[src/rtl/core/tlgs_pkg.sv]
// Shared types and constants for the toroidal stencil unit.
// No dependencies; imported by tlgs_wrap, tlgs_scale, the top module and the testbench.
`default_nettype none
package tlgs_pkg;

    // Default grid bounds
    localparam int MAX_WIDTH_DEF  = 256;
    localparam int MAX_HEIGHT_DEF = 256;

    // Field widths
    localparam int COORD_W = 16;
    localparam int VAL_W   = 32;
    localparam int K_W     = 32;
    localparam int DIFF_W  = 35;
    localparam int RES_W   = 48;
    localparam int CFG_W   = 9;
    localparam int IDX_W   = 2;

    // Register indexes
    localparam logic [IDX_W-1:0] CFG_GRID_W   = 2'd0;
    localparam logic [IDX_W-1:0] CFG_GRID_H   = 2'd1;
    localparam logic [IDX_W-1:0] CFG_INV_DXSQ = 2'd2;
    localparam logic [IDX_W-1:0] CFG_INV_2DX  = 2'd3;

    // Opcodes
    localparam logic OP_WRITE = 1'b0;
    localparam logic OP_QUERY = 1'b1;

    // Scaler result bundle
    typedef struct packed {
        logic                    done;
        logic                    sat;
        logic signed [RES_W-1:0] value;
    } t_sc_res;

endpackage
`default_nettype wire

[src/rtl/core/tlgs_scale.sv]
// Shared Q16.16 scaler: difference times factor, round, saturate to 48 bits.
// Depends on tlgs_pkg. Two 35x16 partial products, the low half in S_LO, then the high half in S_HI.
`default_nettype none
module tlgs_scale (
    input  wire logic                               i_clk,
    input  wire logic                               i_rst_n,
    input  wire logic                               i_start,
    input  wire logic signed [tlgs_pkg::DIFF_W-1:0] i_diff,
    input  wire logic [tlgs_pkg::K_W-1:0]           i_k,
    output tlgs_pkg::t_sc_res                       o_res
);
    import tlgs_pkg::*;

    localparam int PW = DIFF_W + 16;
    localparam int QW = PW + 1;
    localparam logic [QW-1:0] POS_LIM = QW'(48'h7FFF_FFFF_FFFF);
    localparam logic [QW-1:0] NEG_LIM = QW'(48'h8000_0000_0000);
    localparam logic [QW-1:0] HALF    = QW'(16'h8000);

    typedef enum logic [1:0] {S_IDLE, S_LO, S_HI, S_FIN} t_state;

    t_state            r_state;
    logic              r_neg;
    logic [DIFF_W-1:0] r_mag;
    logic [K_W-1:0]    r_k;
    logic [PW-1:0]     r_lo;
    logic [PW-1:0]     r_hi;
    logic [QW-1:0]     q;
    logic [QW-1:0]     q_clip;
    logic              sat;

    // Shared multiplier operand select
    logic [15:0]   mul_k;
    logic [PW-1:0] mul_p;
    assign mul_k = (r_state == S_LO) ? r_k[15:0] : r_k[31:16];
    assign mul_p = PW'(r_mag) * PW'(mul_k);

    always_ff @(posedge i_clk) begin
        if (!i_rst_n) begin
            r_state <= S_IDLE;
        end else begin
            case (r_state)
                S_IDLE: begin
                    if (i_start) begin
                        r_neg   <= i_diff[DIFF_W-1];
                        r_mag   <= i_diff[DIFF_W-1] ? DIFF_W'(-i_diff) : DIFF_W'(i_diff);
                        r_k     <= i_k;
                        r_state <= S_LO;
                    end
                end
                S_LO: begin
                    r_lo    <= mul_p;
                    r_state <= S_HI;
                end
                S_HI: begin
                    r_hi    <= mul_p;
                    r_state <= S_FIN;
                end
                S_FIN:   r_state <= S_IDLE;
                default: r_state <= S_IDLE;
            endcase
        end
    end

    // Round half away from zero on the magnitude, then clip
    always_comb begin
        q = QW'(r_hi) + ((QW'(r_lo) + HALF) >> 16);
        if (r_neg) begin
            sat    = q > NEG_LIM;
            q_clip = sat ? NEG_LIM : q;
        end else begin
            sat    = q > POS_LIM;
            q_clip = sat ? POS_LIM : q;
        end
    end

    assign o_res.done  = (r_state == S_FIN);
    assign o_res.sat   = sat;
    assign o_res.value = r_neg ? RES_W'(-q_clip) : RES_W'(q_clip);
endmodule
`default_nettype wire

[config.mk]
export PLATFORM = sky130hd
export DESIGN_NAME = tlgs_scale
export DESIGN_NICKNAME = d
export VERILOG_FILES = /design/src/rtl/core/tlgs_pkg.sv /design/src/rtl/core/tlgs_scale.sv
export SDC_FILE = /design/constraint.sdc
export NUM_CORES = 2
export LEC_CHECK = 0
export ABC_CLOCK_PERIOD_IN_PS = 10500
export BUFFER_PORTS_ARGS = -buffer_cell sky130_fd_sc_hd__buf_2
export CELL_PAD_IN_SITES_DETAIL_PLACEMENT = 0
export CELL_PAD_IN_SITES_GLOBAL_PLACEMENT = 1
export CORE_MARGIN = 2
export CORE_UTILIZATION = 51
export CTS_CLUSTER_DIAMETER = 30
export DETAILED_ROUTE_END_ITERATION = 8
export GPL_TIMING_DRIVEN = 0
export HOLD_SLACK_MARGIN = 0.02
export PLACE_DENSITY_LB_ADDON = 0.1
export SLEW_MARGIN = 20
export SYNTH_ARGS = -nofsm -noshare
export SYNTH_HDL_FRONTEND = slang
export SYNTH_SLANG_ARGS = --single-unit
export TNS_END_PERCENT = 1
[constraint.sdc]
create_clock -name i_clk -period 10.5 [get_ports i_clk]
set_clock_uncertainty 0.15 [all_clocks]
set_input_delay 1.05 -clock i_clk [delete_from_list [all_inputs] [get_ports i_clk]]
set_output_delay 1.05 -clock i_clk [all_outputs]
set_load 0.01 [all_outputs]
## Word-level counts from Yosys, hierarchy flattened

Index checks and enable logic that the tools add are counted.

- Register bits after elaboration: 172
- Latch bits: 0
- RAM bits: 0
- ROM bits: 0
- Input bits: 70
- Output and inout bits: 50
- Word-level logic and storage cells: 31
- Memories kept: 0

- $add $sub $neg: 4
- Multipliers: 1
- Div/mod/pow operators: 0
- Magnitude comparators: 2
- Equality and inequality tests: 4
- Shift operators: 0
- Multiplexer cells: 9
- Bitwise logic cells: 0
- Reduce and logical (&&, ||, !) cells: 4

Operator list:

| operator | number |
|---|---|
| 2-to-1 mux 48 bit | 4 |
| adder 51 x 16 -> 52 bit, second input constant | 1 |
| adder 51 x 36 -> 52 bit | 1 |
| > comparator 52 x 47 -> 1 bit, second input constant | 1 |
| > comparator 52 x 48 -> 1 bit, second input constant | 1 |
| multiplier 35 x 16 -> 51 bit | 1 |
| negator 48 bit | 1 |
| negator 35 bit | 1 |
| 2-to-1 mux 34 bit | 1 |
| 2-to-1 mux 16 bit | 1 |
| case mux 2 bit (4 select lines) | 1 |
| equality test 2 bit, second input constant | 2 |
| AND reduction 2 bit | 2 |
| AND reduction 3 bit | 1 |
| equality test 2 x 1 -> 1 bit, second input constant | 1 |
| zero test 2 bit | 1 |
| 2-to-1 mux 2 bit | 1 |
| inequality test 2 bit, second input constant | 1 |
| 2-to-1 mux 1 bit | 1 |

## Depth between registers and ports, before layout

- Depth in word-level cells: 7
- Mapped depth: 34
- Gate-level depth less buffers: 31

## Least setup slack after synthesis

OpenSTA, ideal clock, no wires.

- Path type: flip-flop to flip-flop
- Start: reg r_state[1]
- End: reg r_hi[47], data pin
- Setup time: 0.263 ns
- Data arrival time: 7.685 ns
- Data required time: 10.087 ns
- Path slack: 2.402 ns
- Cell stages (with the launch flop): 33
- Buffers on the path: 3
- Period minus slack after synthesis: 8.098 ns
- Cell sequence: dfxtp_1 inv_1 ha_1 clkbuf_1 clkbuf_1 mux2_2 clkbuf_1 nand2_1 fa_1 inv_1 fa_1 inv_1 fa_1 inv_1 fa_1 inv_1 fa_1 inv_1 fa_1 ha_1 nand2_1 o21ai_0 or4_1 a21oi_1 nor2_1 a31oi_1 o311ai_0 a31oi_1 o21ai_0 a21oi_1 o21bai_1 a21oi_1 xnor2_1

- Longest elaborated chain between the ends: 3

Ends and longest elaborated chain:

| what | RTL line | source |
|---|---|---|
| start, declared | tlgs_scale.sv:22 | `t_state r_state;` |
| start signal, assigned | tlgs_scale.sv:40 | `r_state <= S_IDLE;` |
| start signal, assigned | tlgs_scale.sv:48 | `r_state <= S_LO;` |
| start signal, assigned | tlgs_scale.sv:53 | `r_state <= S_HI;` |
| equality test 2 x 1 -> 1 bit | tlgs_scale.sv:35 | `assign mul_k = (r_state == S_LO) ? r_k[15:0] : r_k[31:16];` |
| 2-to-1 mux 16 bit | tlgs_scale.sv:35 |  |
| multiplier 35 x 16 -> 51 bit | tlgs_scale.sv:36 | `assign mul_p = PW'(r_mag) * PW'(mul_k);` |
| via mul_p[47] | tlgs_scale.sv:34 | `logic [PW-1:0] mul_p;` |
| end signal, assigned | tlgs_scale.sv:56 | `r_hi <= mul_p;` |
| end, declared | tlgs_scale.sv:27 | `logic [PW-1:0] r_hi;` |

The timed path passes the listed nets, and every way through them passes these cells.
A chain may end at the register's enable or synchronous reset.

==> results_dict.tcl <==
set metrics [dict create \
    vias 22600 \
    viasPerCell 5.77 \
    r2r-start "r_state[1]" \
    synthesis.area_mm2 0.0279 \
    die_y_um 238 \
    drive_gt1_frac 0.0724 \
    worstPathRequired_ns 9.30 \
    post-route-period-util 0.963 \
    synth-edff-count 155 \
    cp_data_arrival_time_ns 8.92 \
    crit_type "register to output port" \
    clockBufferDepth 2 \
    endpoint_kind "output port" \
    drv_slew 0 \
    syn_area_per_cell_um2 9.08 \
    drt_pass1_iterations 6 \
    outcome "finished clean" \
    cp-start-kind "register" \
    hold_buffers 0 \
    start_util 0.517 \
    syn_nets 3768 \
    ys.flop_type "edfxtp_1" \
    setup_viol 0 \
    syn_inst 3068 \
    grt_usage 0.316 \
    hold_path.class "register to register" \
    antenna_found_initial 0 \
    die_x_um 238 \
    io_buffers 119 \
    grt_pass1_vias 23300 \
    io_pins 120 \
    cts_buffers 17 \
    insertion_delay_ns 0.49 \
    yosys.area.top_type "fa_1" \
    fmax_mhz 98.9 \
    crit_slowest_cell "or4_1" \
    coreArea_mm2 0.0539 \
    synth_cell_types 90 \
    path_clk_slew_ns 0.09 \
    dp_hpwl_mm 72.8 \
    rrSetupSlack_ns 0.57 \
    yosys_register_bits 157 \
    synthTopCellsByArea "fa_1 33%, edfxtp_1 17%, ha_1 7.6%" \
    async_reset_ff_frac 0 \
    grt_pass1_wl_mm 134 \
    crit_fanout 10 \
    setup_ws_ns 0.384 \
    rsz0062_at_grt "yes" \
    hold_violations 0 \
    syn_to_final_growth_pct 8.12 \
    critPathLaunch "r_lo[17]" \
    dieArea_mm2 0.0565 \
    core.rowCount 85 \
    r2r_cells 30 \
    overflow 0 \
    synth_commonest_cells "542 x nand2_1, 469 x inv_1, 461 x fa_1" \
    gp_congestion 0.945 \
    remaining_drc_errors 0 \
    pre_cts_slack_ns -0.627 \
    grt_max_degree 60 \
    tightest_slew_ns 1.07 \
    max_slew_margin 0.283 \
    fill_cells 4933 \
    ant_nets 0 \
    cp_slowest_stage_delay_ns 0.70 \
    tns_ns 0 \
    wire_per_inst_um 22.1 \
    root_buffer "clkbuf_16" \
    ys_seq_area_frac 0.168 \
    synth_warnings 0 \
    crit_path_end "o_res[36]" \
    nets 3907 \
    clock_sinks 157 \
    cts_setup_buffers 0 \
    totalWireLength_mm 86.5 \
    max-cap-violations 0 \
    cts_tree "yes" \
    htreeDepth 4 \
    r2r-end "r_lo[50]" \
    synth.most_common_cell "nand2_1" \
    netlist.area_leader.share 0.331 \
    layout_min_cycle_time_ns 10.12 \
    drt_iter0_markers 1526 \
]
==> cell usage in the layout, fill, tap and decap left out, types with 7 or more instances in the layout <==
master     netlist  layout
ha_1           169     168
edfxtp_1       155     155
nand4_1         22      22
o21bai_1        13      13
buf_2            1     121
nand2b_1        24      24
a21o_1          44      44
inv_1          469     469
or3_1           15      15
o31ai_1         29      29
fa_1           461     461
o21ai_0         93      92
and3_1          26      25
or4_1           13      13
xnor2_1        124     122
nor2b_1        106     106
a21oi_1        125     125
mux2_2          13      13
nor4_1          11       9
nand3_1         54      54
nor3_1          38      36
o21a_1          13      13
and2_1          67      66
nor2_1          99      98
clkbuf_16        0      17
xor2_1          32      32
clkbuf_1       119     113
or2_2            9       9
o211ai_1        11      11
a311oi_1         8       8
a211oi_1        13      11
o41ai_1          7       7
nand2_1        542     540
a221oi_1         9       7
and4_1           7       7
==> worst min-delay path by stage <==
stage,start,endpoint,cells past startpoint
final,r_state[0],r_state[0],2
after global routing,r_state[0],r_state[0],2
after global placement,r_state[0],r_state[0],2
after detailed placement,r_state[0],r_state[0],2
after floorplan,r_state[0],r_state[0],2
after CTS,r_state[0],r_state[0],2
==> registers in the layout (all words and copies together), names as in the netlist <==
register	cells
r_hi	51
r_k	32
r_mag	35
r_state	2
r_lo	36
r_neg	1
==> through the flow <==
stage          utilization  hold slack (ns)  area [um^2]  instances
6_report             0.559            0.403        30100       3917
5_1_grt              0.559            0.438        30100       3916
4_1_cts              0.557            0.406        30000       3917
3_5_place_dp         0.545            0.394        29400       3885
3_3_place_gp         0.544            0.375        29300       3883
2_1_floorplan            -            0.368        27900       3068
==> worst max-delay path, delay by kind of cell (launching register included) <==
family,cells,cell delay [ns]
buf+inv,5,1.04
xor+xnor,1,0.34
simple gates,13,3.01
compound gates,9,2.76
mux,1,0.19
flops,1,0.40
fa+ha+maj,2,0.63
==> repair_timing <==
action / 4_1_cts / 5_1_grt
cloned: 0 / 0
endpoints found under the setup margin: 18 / 24
gates resized for setup: 12 / 21
==> per-layer routing <==
metal  up-vias  GRT usage  routed length, um
li1      10200          -                  -
met3       173     0.0494               6290
met5         -          0                  0
met2       870      0.527              41000
met4         0      0.145               4030
met1     11300      0.405              35200
==> kinds of logic after synthesis <==
kind of cell	count (synthesis)	synth area share
AND/OR/NAND/NOR	1057	0.179
adder cells (fa/ha/maj)	630	0.407
buffers and inverters	594	0.0805
AO/OA/AOI/OAI	452	0.107
XOR/XNOR	157	0.0496
flip-flops	157	0.168
multiplexers	21	0.00813
==> final cells by class <==
class,instances,area (um^2),area share
Sequential cell,157,4690,0.156
Multi-Input combinational cell,2317,21100,0.699
Timing Repair Buffer,121,643,0.0213
Clock inverter,14,165,0.00548
Tap cell,696,871,0.0289
Buffer,123,480,0.0159
Inverter,470,1770,0.0586
Clock buffer,18,439,0.0146
Antenna cell,1,2.50,0.0000830
Power is not shown: default switching activity piles up to over one toggle a cycle in this logic, so the estimate is an artifact.
