--- config.mk ---
export PLATFORM = sky130hd
export DESIGN_NAME = tlgs_wrap
export DESIGN_NICKNAME = d
export VERILOG_FILES = /design/src/rtl/core/tlgs_pkg.sv /design/src/rtl/core/tlgs_wrap.sv
export SDC_FILE = /design/constraint.sdc
export NUM_CORES = 1
export LEC_CHECK = 0
export ABC_AREA = 0
export BUFFER_PORTS_ARGS = -buffer_cell sky130_fd_sc_hd__buf_2
export CORE_ASPECT_RATIO = 1.2
export CORE_MARGIN = 2
export CORE_UTILIZATION = 30
export DETAILED_ROUTE_END_ITERATION = 7
export PLACE_DENSITY = 0.51
export SYNTH_ARGS = -nofsm -noshare
export SYNTH_HDL_FRONTEND = slang
export SYNTH_SLANG_ARGS = --single-unit
--- constraint.sdc ---
create_clock -name i_clk -period 2.7 [get_ports i_clk]
set_clock_uncertainty 0.1 [all_clocks]
set_input_delay 0.27 -clock i_clk [delete_from_list [all_inputs] [get_ports i_clk]]
set_output_delay 0.27 -clock i_clk [all_outputs]
set_load 0.02 [all_outputs]
--- src/rtl/core/tlgs_pkg.sv ---
// Shared types and constants for the toroidal stencil unit.
// No dependencies; imported by tlgs_wrap, tlgs_scale, the top module and the testbench.
`default_nettype none
package tlgs_pkg;

    // Default grid bounds
    localparam int MAX_WIDTH_DEF  = 256;
    localparam int MAX_HEIGHT_DEF = 256;

    // Field widths
    localparam int COORD_W = 16;
    localparam int VAL_W   = 32;
    localparam int K_W     = 32;
    localparam int DIFF_W  = 35;
    localparam int RES_W   = 48;
    localparam int CFG_W   = 9;
    localparam int IDX_W   = 2;

    // Register indexes
    localparam logic [IDX_W-1:0] CFG_GRID_W   = 2'd0;
    localparam logic [IDX_W-1:0] CFG_GRID_H   = 2'd1;
    localparam logic [IDX_W-1:0] CFG_INV_DXSQ = 2'd2;
    localparam logic [IDX_W-1:0] CFG_INV_2DX  = 2'd3;

    // Opcodes
    localparam logic OP_WRITE = 1'b0;
    localparam logic OP_QUERY = 1'b1;

    // Scaler result bundle
    typedef struct packed {
        logic                    done;
        logic                    sat;
        logic signed [RES_W-1:0] value;
    } t_sc_res;

endpackage
`default_nettype wire

--- src/rtl/core/tlgs_wrap.sv ---
// Iterative floored remainder of a signed 16-bit coordinate by a grid size.
// Depends on tlgs_pkg. One quotient bit per cycle.
`default_nettype none
module tlgs_wrap #(
    parameter int MW = 9
) (
    input  wire logic                            i_clk,
    input  wire logic                            i_rst_n,
    input  wire logic                            i_start,
    input  wire logic [tlgs_pkg::COORD_W-1:0]    i_val,
    input  wire logic [MW-1:0]                   i_mod,
    output logic                                 o_done,
    output logic [MW-1:0]                        o_rem
);
    import tlgs_pkg::*;

    localparam int CNT_W = $clog2(COORD_W);

    logic               r_busy;
    logic               r_done;
    logic [CNT_W-1:0]   r_cnt;
    logic [COORD_W-1:0] r_mag;
    logic [MW-1:0]      r_rem;
    logic [MW-1:0]      r_mod;
    logic               r_neg;
    logic [MW:0]        trial;
    logic [MW-1:0]      n_rem;

    // Restoring step: shift in next bit, subtract when it fits
    always_comb begin
        trial = {r_rem, r_mag[COORD_W-1]};
        if (trial >= {1'b0, r_mod}) begin
            n_rem = MW'(trial - {1'b0, r_mod});
        end else begin
            n_rem = MW'(trial);
        end
    end

    always_ff @(posedge i_clk) begin
        if (!i_rst_n) begin
            r_busy <= 1'b0;
            r_done <= 1'b0;
            r_cnt  <= '0;
        end else begin
            r_done <= 1'b0;
            if (i_start) begin
                r_busy <= 1'b1;
                r_cnt  <= '0;
                r_neg  <= i_val[COORD_W-1];
                r_mag  <= i_val[COORD_W-1] ? (~i_val + 1'b1) : i_val;
                r_rem  <= '0;
                r_mod  <= i_mod;
            end else if (r_busy) begin
                r_rem <= n_rem;
                r_mag <= r_mag << 1;
                r_cnt <= r_cnt + 1'b1;
                if (r_cnt == CNT_W'(COORD_W - 1)) begin
                    r_busy <= 1'b0;
                    r_done <= 1'b1;
                end
            end
        end
    end

    // Negative operands fold back into [0, n)
    assign o_rem  = (r_neg && r_rem != '0) ? (r_mod - r_rem) : r_rem;
    assign o_done = r_done;
endmodule
`default_nettype wire

Word-level counts from Yosys, hierarchy flattened
Index checks and enable logic that the tools add are counted.
- equal/unequal tests: 1
- bitwise logic cells: 3
- muxes and demuxes: 10
- reduce and logical (&&, ||, !) cells: 7
- order comparisons: 1
- add/subtract/negate cells: 4
- operators with widths (operator ; count):
    $mux 16 ; 3
    $mux 9 ; 3
    $sub 9x9->9 ; 2
    $add 16x1->16 const B ; 1
    $not 16->16 ; 1
    $ge 10x9->1 ; 1
    $reduce_bool 9->1 ; 1
    $add 4x1->4 const B ; 1
    $eq 4x4->1 const B ; 1
    $mux 1 ; 4
    $reduce_and 2->1 ; 2
    $reduce_or 3->1 ; 1
    $not 1->1 ; 2
    $reduce_bool 2->1 ; 1
    $reduce_or 2->1 ; 1
    $logic_and 1x1->1 ; 1
- bits of input ports: 28
- logic and storage cells: 33
- output and inout bits: 10
- bits in registers: 41

Logic depth before layout (Yosys ltp)
Gate-level depths: netlist of the first run.
- depth in word-level cells: 4
- mapped depth: 11

Worst setup path before layout of the first run
Ideal clock, no wire load.
- kind: reg-to-output
- from: reg r_rem[0]
- to: out o_rem[8]
- arrival time: 2302 ps
- required time: 2330 ps
- setup slack: 28 ps
- cell stages (with the launch flop): 9
- path through: edfxtp_1 > ha_1 > fa_1 > nor2b_1 > o211ai_1 > a21boi_0 > o41ai_1 > mux2_2 > xnor2_1
- word-level cells in the longest chain between the ends: 3
- elaborated cells on any way between the ends: 4
- RTL lines (element ; line ; source):
    start, declared ; tlgs_wrap.sv:23 ; logic [MW-1:0] r_rem;
    start signal, assigned ; tlgs_wrap.sv:54 ; r_rem <= n_rem;
    parallel branches: the longest is 2 deep, another holds $sub 9x9->9 ; - ;
    $mux 9 * ; tlgs_wrap.sv:66 ; assign o_rem = (r_neg && r_rem != '0) ? (r_mod - r_rem) : r_rem;
    end, declared ; tlgs_wrap.sv:13 ; output logic [MW-1:0] o_rem
Every way passes the cells marked *.

Final worst setup path of the first run
Ends and elaborated chain as after synthesis.

==> impl_metrics.ini, run 1 <==
[floorplan]
fp-row-count = 38
die_area_mm2 = 0.009926
core-area_mm2 = 0.008986
die_w_um = 91.29
start_util_pct = 30.52
io_pins = 38
die_y_um = 108.7

[worst_setup_path]
cp_slowest_stage_delay_ps = 440
r2r_slack_ps = 200
timing.rr.start = r_rem[0]
critPathArrivalTime_ps = 2430
start_kind = register
reg2reg_depth = 9
crit_type = register to primary output
reg2reg_to = r_rem[1]
endpoint_kind = primary output
crit_chain = ha_4 -> fa_2 -> nor2b_2 -> o211ai_1 -> a21boi_2 -> o41ai_2 -> mux2_4 -> xnor2_2 -> buf_4
required_ps = 2330
worst_path_max_delay_cell = edfxtp_1
critPathMaxFanout = 2

[run]
drv_cap = 0

[clocking]
clockRootBuffer = clkbuf_8
htree_levels = 2
cts_tree = done
clock_sinks = 41
numCtsBuffers = 5
cts_buffer_depth = 2
clk_latency_ps = 300
cts.clk_slew.worst_paths_ps = 80

[yosys]
ys_async_sr_fraction_pct = 0
synth_top_area_cell = edfxtp_1
synth_edf_count = 35
synth_common_cells = edfxtp_1, nor2_1, inv_1
ys.warnings.count = 0
synth_flop_cell = edfxtp_1
yosysSeqAreaShare_pct = 42.70
avgSynthCellArea_um2 = 9.901
synth.area.top_cells = edfxtp_1, ha_1, xor2_1, dfxtp_1, nor2_1
synth_seq_cells = 41
yosysTopAreaCellShare_pct = 38.32
syn-cell-area_mm2 = 0.002743
synth_cell_types = 43
synth_nets = 326
postSynthCellCount = 277
synth.most_common_cell = edfxtp_1

[worst_hold_path]
hold_depth = 1
holdPathEnd = r_mod[6]
min_path_type = input pin to register
min-delay-start = i_mod[6]

[pwr]
p_total_mw = 1.748
ir_drop_uv = 219.8
p_leak_nw = 1.385
power_density_mw_per_mm2 = 524.7

[sta]
finalSetupTns_ps = -104.2
finalHoldViolCount = 0
period_minus_slack_ps = 2804
setup_viol = 1
min_period_over_period_pct = 103.9
hold_slack_ps = 42.28
max_freq_ghz = 0.3566
slew_viol_final = 0
rsz0062_at_grt = yes
worst_slack_ps = -104.2
maxSlewHeadroom_pct = 59.97
worst_slew_pin_slew_ps = 600.5

[placement]
place_ws_ps = 5.469
portBuffers = 37
place_area_mm2 = 0.003119
place.gp.congestion = 0.7948
place_inst = 436
dpl.hpwl_um = 4489

[grt]
grt_usage_pct = 13.02
grt_pass1_wl_um = 10290
antenna_found_initial = 0
grt_pass1_vias = 2247
grt-ovfl-total = 0
grt_start_max_net_pins = 29

[routing]
drtPass1Iterations = 4
wl_um = 6033
vias_per_cell = 4.811
dr_total_vias = 2160
drc = 0
post_drt_wl_per_cell_um = 13.44
dr.first_iter.drc_count = 54
ant_nets = 0

[finish]
nets = 377
area_delta_synth_final_pct = 21.44
fill_cells = 922
fin_util_pct = 37.06
drive_gt1_share_pct = 24.32
diodes = 0
fin_cells = 449
final_area_mm2 = 0.003331

[outcome]
status = complete, but fails checks
violations = setup timing
[what timing repair did]
action | 4_1_cts | 5_1_grt
setup buffers | 3 | 2
resized for setup | 9 | 15
endpoints found under the setup margin | 3 | 11
hold buffers | 0 | 0
gates cloned | 0 | 0
pin swaps | 1 | 4
[metal layers]
layer	routed length [um]	part of all wire [%]	GRT usage [%]
met1	2733	45	15.19
met2	3050	51	23.97
met3	175	2.9	2.350
met4	74	1.2	4.654
met5	0	0	0
[placed cells by master, fill, tap and decap left out, drive strengths merged, types with 2 or more instances in the layout]
cell type and count:
dfxtp 6, buf 51, o21ai 18, nand2b 2, or4 2, inv 22
xnor2 10, o31ai 2, or2 2, a21boi 4, a211oi 3, and2 2
edfxtp 35, o21a 6, nand3 4, fa 2, o22ai 2, nand3b 2
clkbuf 7, and3 3, nor3 3, o41ai 2, xor2 16, nand2 11
ha 19, or3 7, o211ai 2, a31oi 2, nor2 32, a21o 4
nor2b 4, mux2i 9, mux2 5, a21oi 20
[power breakdown]
group          internal (mW)  total, mW  switching, mW
Combinational          0.270      0.579          0.310
Sequential             0.745      0.775         0.0301
Clock                  0.180      0.393          0.213
Total                   1.20       1.75          0.552
[area by class of cell]
type                    count  area, um^2  share of cell area (%)
multi-input cells         207        1546                   46.43
well taps                 120       150.1                   4.508
inverters                  22       82.58                   2.479
repair buffers             51       300.3                   9.016
flip-flops and latches     41        1171                   35.16
clock buffers               7       76.32                   2.292
clock inverters             1       3.754                  0.1127
[worst max-delay path by stage]
stage               startpoint  endpoint  cells after the start
finish                r_rem[0]  o_rem[8]                      9
floorplan             r_rem[0]  o_rem[8]                      8
CTS                   r_mod[0]  o_rem[8]                     10
global placement      r_rem[0]  o_rem[8]                      9
global route          r_rem[0]  o_rem[8]                      9
detailed placement    r_rem[0]  o_rem[8]                      9
[cells by family after synthesis]
family | share of synthesized area, %
xor+xnor | 8.303
mux | 5.338
fa+ha+maj | 10.13
buf+inv | 3.969
flops | 42.70
compound gates | 15.42
simple gates | 14.14
[sequential cells by signal (all words and copies together), names as in the netlist]
signal  flops
r_rem       9
r_mod       9
r_neg       1
r_mag      16
o_done      1
r_cnt       4
r_busy      1
[critical path, delay by kind of cell, from the launching register on]
kind	cells	cell delay, ps
DFF	1	440
adders and majority gates	2	540
AOI/OAI and AO/OA	3	420
buffers and inverters	1	160
xor gates and xnor gates	1	120
muxes	1	320
and+or+nand+nor	1	140
Note: power is estimated with default switching activity, not from simulation.
==> run 2: changes to the inputs <==
- CORE_UTILIZATION: 30 -> 40
- PLACE_DENSITY: 0.51 -> 0.63
==> run 2 against run 1 <==
  * The flow still finishes with violations (setup timing)
  * Global-route usage grew 2.8 points
  * First-iteration DRC count is 63% higher
  * Sequential cell count unchanged
  * Critical endpoint unchanged
==> impl_metrics.ini, run 2 (synthesis results as in run 1) <==
[clocking]
cts_tree = done
cts.clk_slew.worst_paths_ps = 80
cts_buffer_depth = 2
clockRootBuffer = clkbuf_8
numCtsBuffers = 5
htree_levels = 2
clock_sinks = 41
clk_latency_ps = 290

[worst_setup_path]
required_ps = 2330
timing.rr.start = r_rem[0]
reg2reg_depth = 9
path_depth = 9
cp_slowest_stage_delay_ps = 440
worst_path_max_delay_cell = edfxtp_1
cp_top_family = adder cells
crit_type = register to primary output
crit_chain = ha_4 -> fa_2 -> nor2b_2 -> o211ai_1 -> a21boi_2 -> o41ai_2 -> mux2_4 -> xnor2_2 -> buf_4
endpoint_kind = primary output
critPathMaxFanout = 2
cp.buffers_inverters = 1
r2r_slack_ps = 230
setup.worst_path.end = o_rem[8]
crit_start = r_rem[0]
critPathArrivalTime_ps = 2410
start_kind = register
reg2reg_to = r_rem[1]

[placement]
place.gp.congestion = 0.8840
place_inst = 403
dpl.hpwl_um = 4134
portBuffers = 37

[routing]
post_drt_wl_per_cell_um = 13.30
vias_per_cell = 5.162
drtPass1Iterations = 4
wl_um = 5492
ant_nets = 0
drc = 0
dr.first_iter.drc_count = 88
dr_total_vias = 2132

[pwr]
power_density_mw_per_mm2 = 560.0
p_leak_nw = 1.384
ir_drop_uv = 249.0

[finish]
fin_util_pct = 48.82
nets = 374
largest-register = r_mag
final_cell_mix = edfxtp_1, buf_2, nor2_1
area_delta_synth_final_pct = 19.80
reg_top3 = r_mag (16), r_mod (9), r_rem (9)
fin_cells = 413
drive_gt1_share_pct = 23.31
diodes = 0
layout_commonest_cell = edfxtp_1
largest_register_ffs = 16

[sta]
min_period_over_period_pct = 103.1
period_minus_slack_ps = 2784
finalHoldViolCount = 0
worst_slew_pin_slew_ps = 604.2
rsz0062_at_grt = yes
hold_slack_ps = 47.79
worst_slack_ps = -83.54
max_freq_ghz = 0.3593
maxSlewHeadroom_pct = 59.72
setup_viol = 1
slew_viol_final = 0

[outcome]
violations = setup timing
status = complete, but fails checks

[run]
drv_cap = 0

[grt]
grt_pass1_vias = 2094
antenna_found_initial = 0
grt_start_max_net_pins = 38
grt_pass1_wl_um = 9287
grt_usage_pct = 15.80
grt-ovfl-total = 0

[floorplan]
core-area_mm2 = 0.006730
io_pins = 38
die_area_mm2 = 0.007538
die_y_um = 94.71
die_w_um = 79.59
fp-row-count = 33
start_util_pct = 40.75

[worst_hold_path]
min_path_type = input pin to register
-- run 2: cell count changes in the layout (fill, tap and decap cells not counted), sizes merged --
cell    before  now
buf         51   48
bufinv       0    1
clkinv       1    0
-- run 2: metal layers --
metal	GRT usage [%]	vias to the layer above	wire (um)
met2	28.92	41	2821
met4	5.172	0	78
met1	18.66	994	2402
li1	-	1092	-
met3	2.581	5	188
met5	0	-	0
-- run 2: metrics by stage --
step                worst slack [ps]  cell area, um^2  power, mW  TNS, ps
floorplan                      28.07             2743      1.158        0
global placement               67.43             3078      1.294        0
detailed placement            -36.49             3078      1.307   -36.49
CTS                           -146.0             3228      1.832   -146.0
global route                  -201.5             3286      1.952   -371.0
finish                        -83.54             3286      1.840   -83.54
-- run 2: final cells by class --
type                       instances  area, um^2
tap                               87       108.9
multi-input combinational        207        1531
inverter                          22       82.58
sequential                        41        1171
clock buffer                       7       86.33
timing repair buffer              48       275.3
clock inverter                     1       30.03
fill                             646        3445
-- run 2: timing repair --
| item | CTS | global route |
|---|---|---|
| buffers inserted | 0 | 2 |
| hold buffers | 0 | 0 |
| gates resized for setup | 8 | 11 |
| pin swaps | 1 | 1 |
| setup endpoints to repair | 2 | 9 |
-- run 2: how the worst min path moves through the flow --
stage	cells after the start	end	startpoint	slack [ps]
after floorplan	0	r_mod[0]	i_mod[0]	270
after global placement	1	r_mod[5]	i_mod[5]	350
after detailed placement	1	r_mod[6]	i_mod[6]	350
after CTS	1	r_mod[6]	i_mod[6]	40
after global routing	1	r_mod[6]	i_mod[6]	30
final	1	r_mod[7]	i_mod[7]	50
-- run 2: power by group --
part | leakage (nW) | total, mW | internal, mW | switching [mW]
combinational | 0.943 | 0.562 | 0.259 | 0.303
sequential | 0.382 | 0.774 | 0.745 | 0.0286
clock | 0.0585 | 0.504 | 0.301 | 0.202
==> run 3: changes to the inputs <==
- ABC_AREA: 0 -> not set
- CORE_UTILIZATION: 40 -> 50
- PLACE_DENSITY: 0.63 -> 0.75
==> run 3 against run 2 <==
  * The flow still finishes with violations (setup timing)
  * Via count increased by 0.28%
  * Routed wire length increased by 4.6%
  * Fmax decreased by 5.8%
  * Critical endpoint unchanged
  * Largest power group unchanged
  * Highest routed layer unchanged
==> impl_metrics.ini, run 3 (synthesis results as in run 1) <==
[routing]
vias_per_cell = 5.496
ant_nets = 0
dr_total_vias = 2138
wl_um = 5744
drc = 0
post_drt_wl_per_cell_um = 14.77
dr.first_iter.drc_count = 115
drtPass1Iterations = 4

[floorplan]
core-area_mm2 = 0.005298
die_w_um = 71.61
io_pins = 38
die_area_mm2 = 0.006096
fp-row-count = 29
die_y_um = 85.13
start_util_pct = 51.77

[finish]
largest_register_ffs = 16
fin_cells = 389
final_area_mm2 = 0.003248
fin_util_pct = 61.31
final_cell_mix = edfxtp_1, buf_2, nor2_1
largest-register = r_mag
fill_cells = 446
area_delta_synth_final_pct = 18.43
diodes = 0
layout_commonest_cell = edfxtp_1
drive_gt1_share_pct = 24.77
nets = 375
reg_top3 = r_mag (16), r_mod (9), r_rem (9)

[clocking]
numCtsBuffers = 5
clk_latency_ps = 290
cts.clk_slew.worst_paths_ps = 80
ctsHoldBuffers = 0
cts_tree = done
cts_buffer_depth = 2
htree_levels = 2
clock_sinks = 41
clockRootBuffer = clkbuf_8

[placement]
place.gp.congestion = 0.8650
dpl.hpwl_um = 3997
portBuffers = 37
place_inst = 376
place_ws_ps = 40.34
place_area_mm2 = 0.003032

[worst_setup_path]
endpoint_kind = primary output
required_ps = 2330
critPathArrivalTime_ps = 2590
crit_type = register to primary output
start_kind = register
critPathMaxFanout = 2

[grt]
grt_start_max_net_pins = 38
grt_pass1_vias = 2070
grt-ovfl-total = 0
grt_pass1_wl_um = 9294
grt_usage_pct = 19.25
antenna_found_initial = 0

[sta]
rsz0062_at_grt = yes
finalSetupTns_ps = -293.3
maxSlewHeadroom_pct = 61.85
min_period_over_period_pct = 109.5
worst_slew_pin_slew_ps = 572.2
slew_viol_final = 0
hold_slack_ps = 45.13
period_minus_slack_ps = 2956
finalHoldViolCount = 0
worst_slack_ps = -256.2
max_freq_ghz = 0.3383
setup_viol = 2

[run]
drv_cap = 0

[outcome]
violations = setup timing
status = complete, but fails checks

[pwr]
p_total_mw = 1.744
ir_drop_uv = 303.1
power_density_mw_per_mm2 = 536.9
p_leak_nw = 1.375

[worst_hold_path]
min_path_type = input pin to register
-- run 3: where the power goes --
group          internal, mW  total, mW  switching (mW)  leakage, nW
registers             0.746      0.778          0.0321        0.382
clock network         0.179      0.384           0.204       0.0450
logic                 0.269      0.583           0.314        0.947
-- run 3: timing repair --
| action | 4_1_cts | 5_1_grt |
|---|---|---|
| resized for setup | 4 | 21 |
| pin swaps | 1 | 8 |
| buffers inserted | 1 | 4 |
| endpoints found under the setup margin | 2 | 6 |
-- run 3: worst paths after layout --
| check | from | end | slack, ps | cells past startpoint |
|---|---|---|---|---|
| worst min-delay path | i_mod[2] | r_mod[2] | 50 | 1 |
| worst max-delay path | r_mod[0] | o_rem[8] | -260 | 10 |
| worst min register to register | r_cnt[3] | o_done | 390 | 2 |
| worst max register to register | r_rem[0] | r_rem[8] | 50 | 10 |
-- run 3: cell type report --
class	count	area, um^2	share of cell area (%)
Sequential cell	41	1171	36.06
Multi-Input combinational cell	207	1551	47.77
Clock inverter	2	10.01	0.3082
Clock buffer	6	72.57	2.234
Timing Repair Buffer	49	282.8	8.706
Tap cell	62	77.57	2.388
Inverter	22	82.58	2.542
-- run 3: worst max-delay path: stages (launching register included) --
cell and delay (ps):
edfxtp_1 420, inv_2 100, ha_4 150, fa_2 230, nor2b_2 50, o211ai_1 260, a21boi_2 110, o41ai_2 340
mux2_4 350, xnor2_2 120, buf_4 160
-- run 3: per-layer routing --
layer  vias to the layer above  GRT usage, %  wire length, um
li1                       1093             -                -
met1                       983         23.36             2451
met2                        49         33.25             2987
met3                        13         3.444              173
met4                         0         8.233              131
met5                         -             0                0
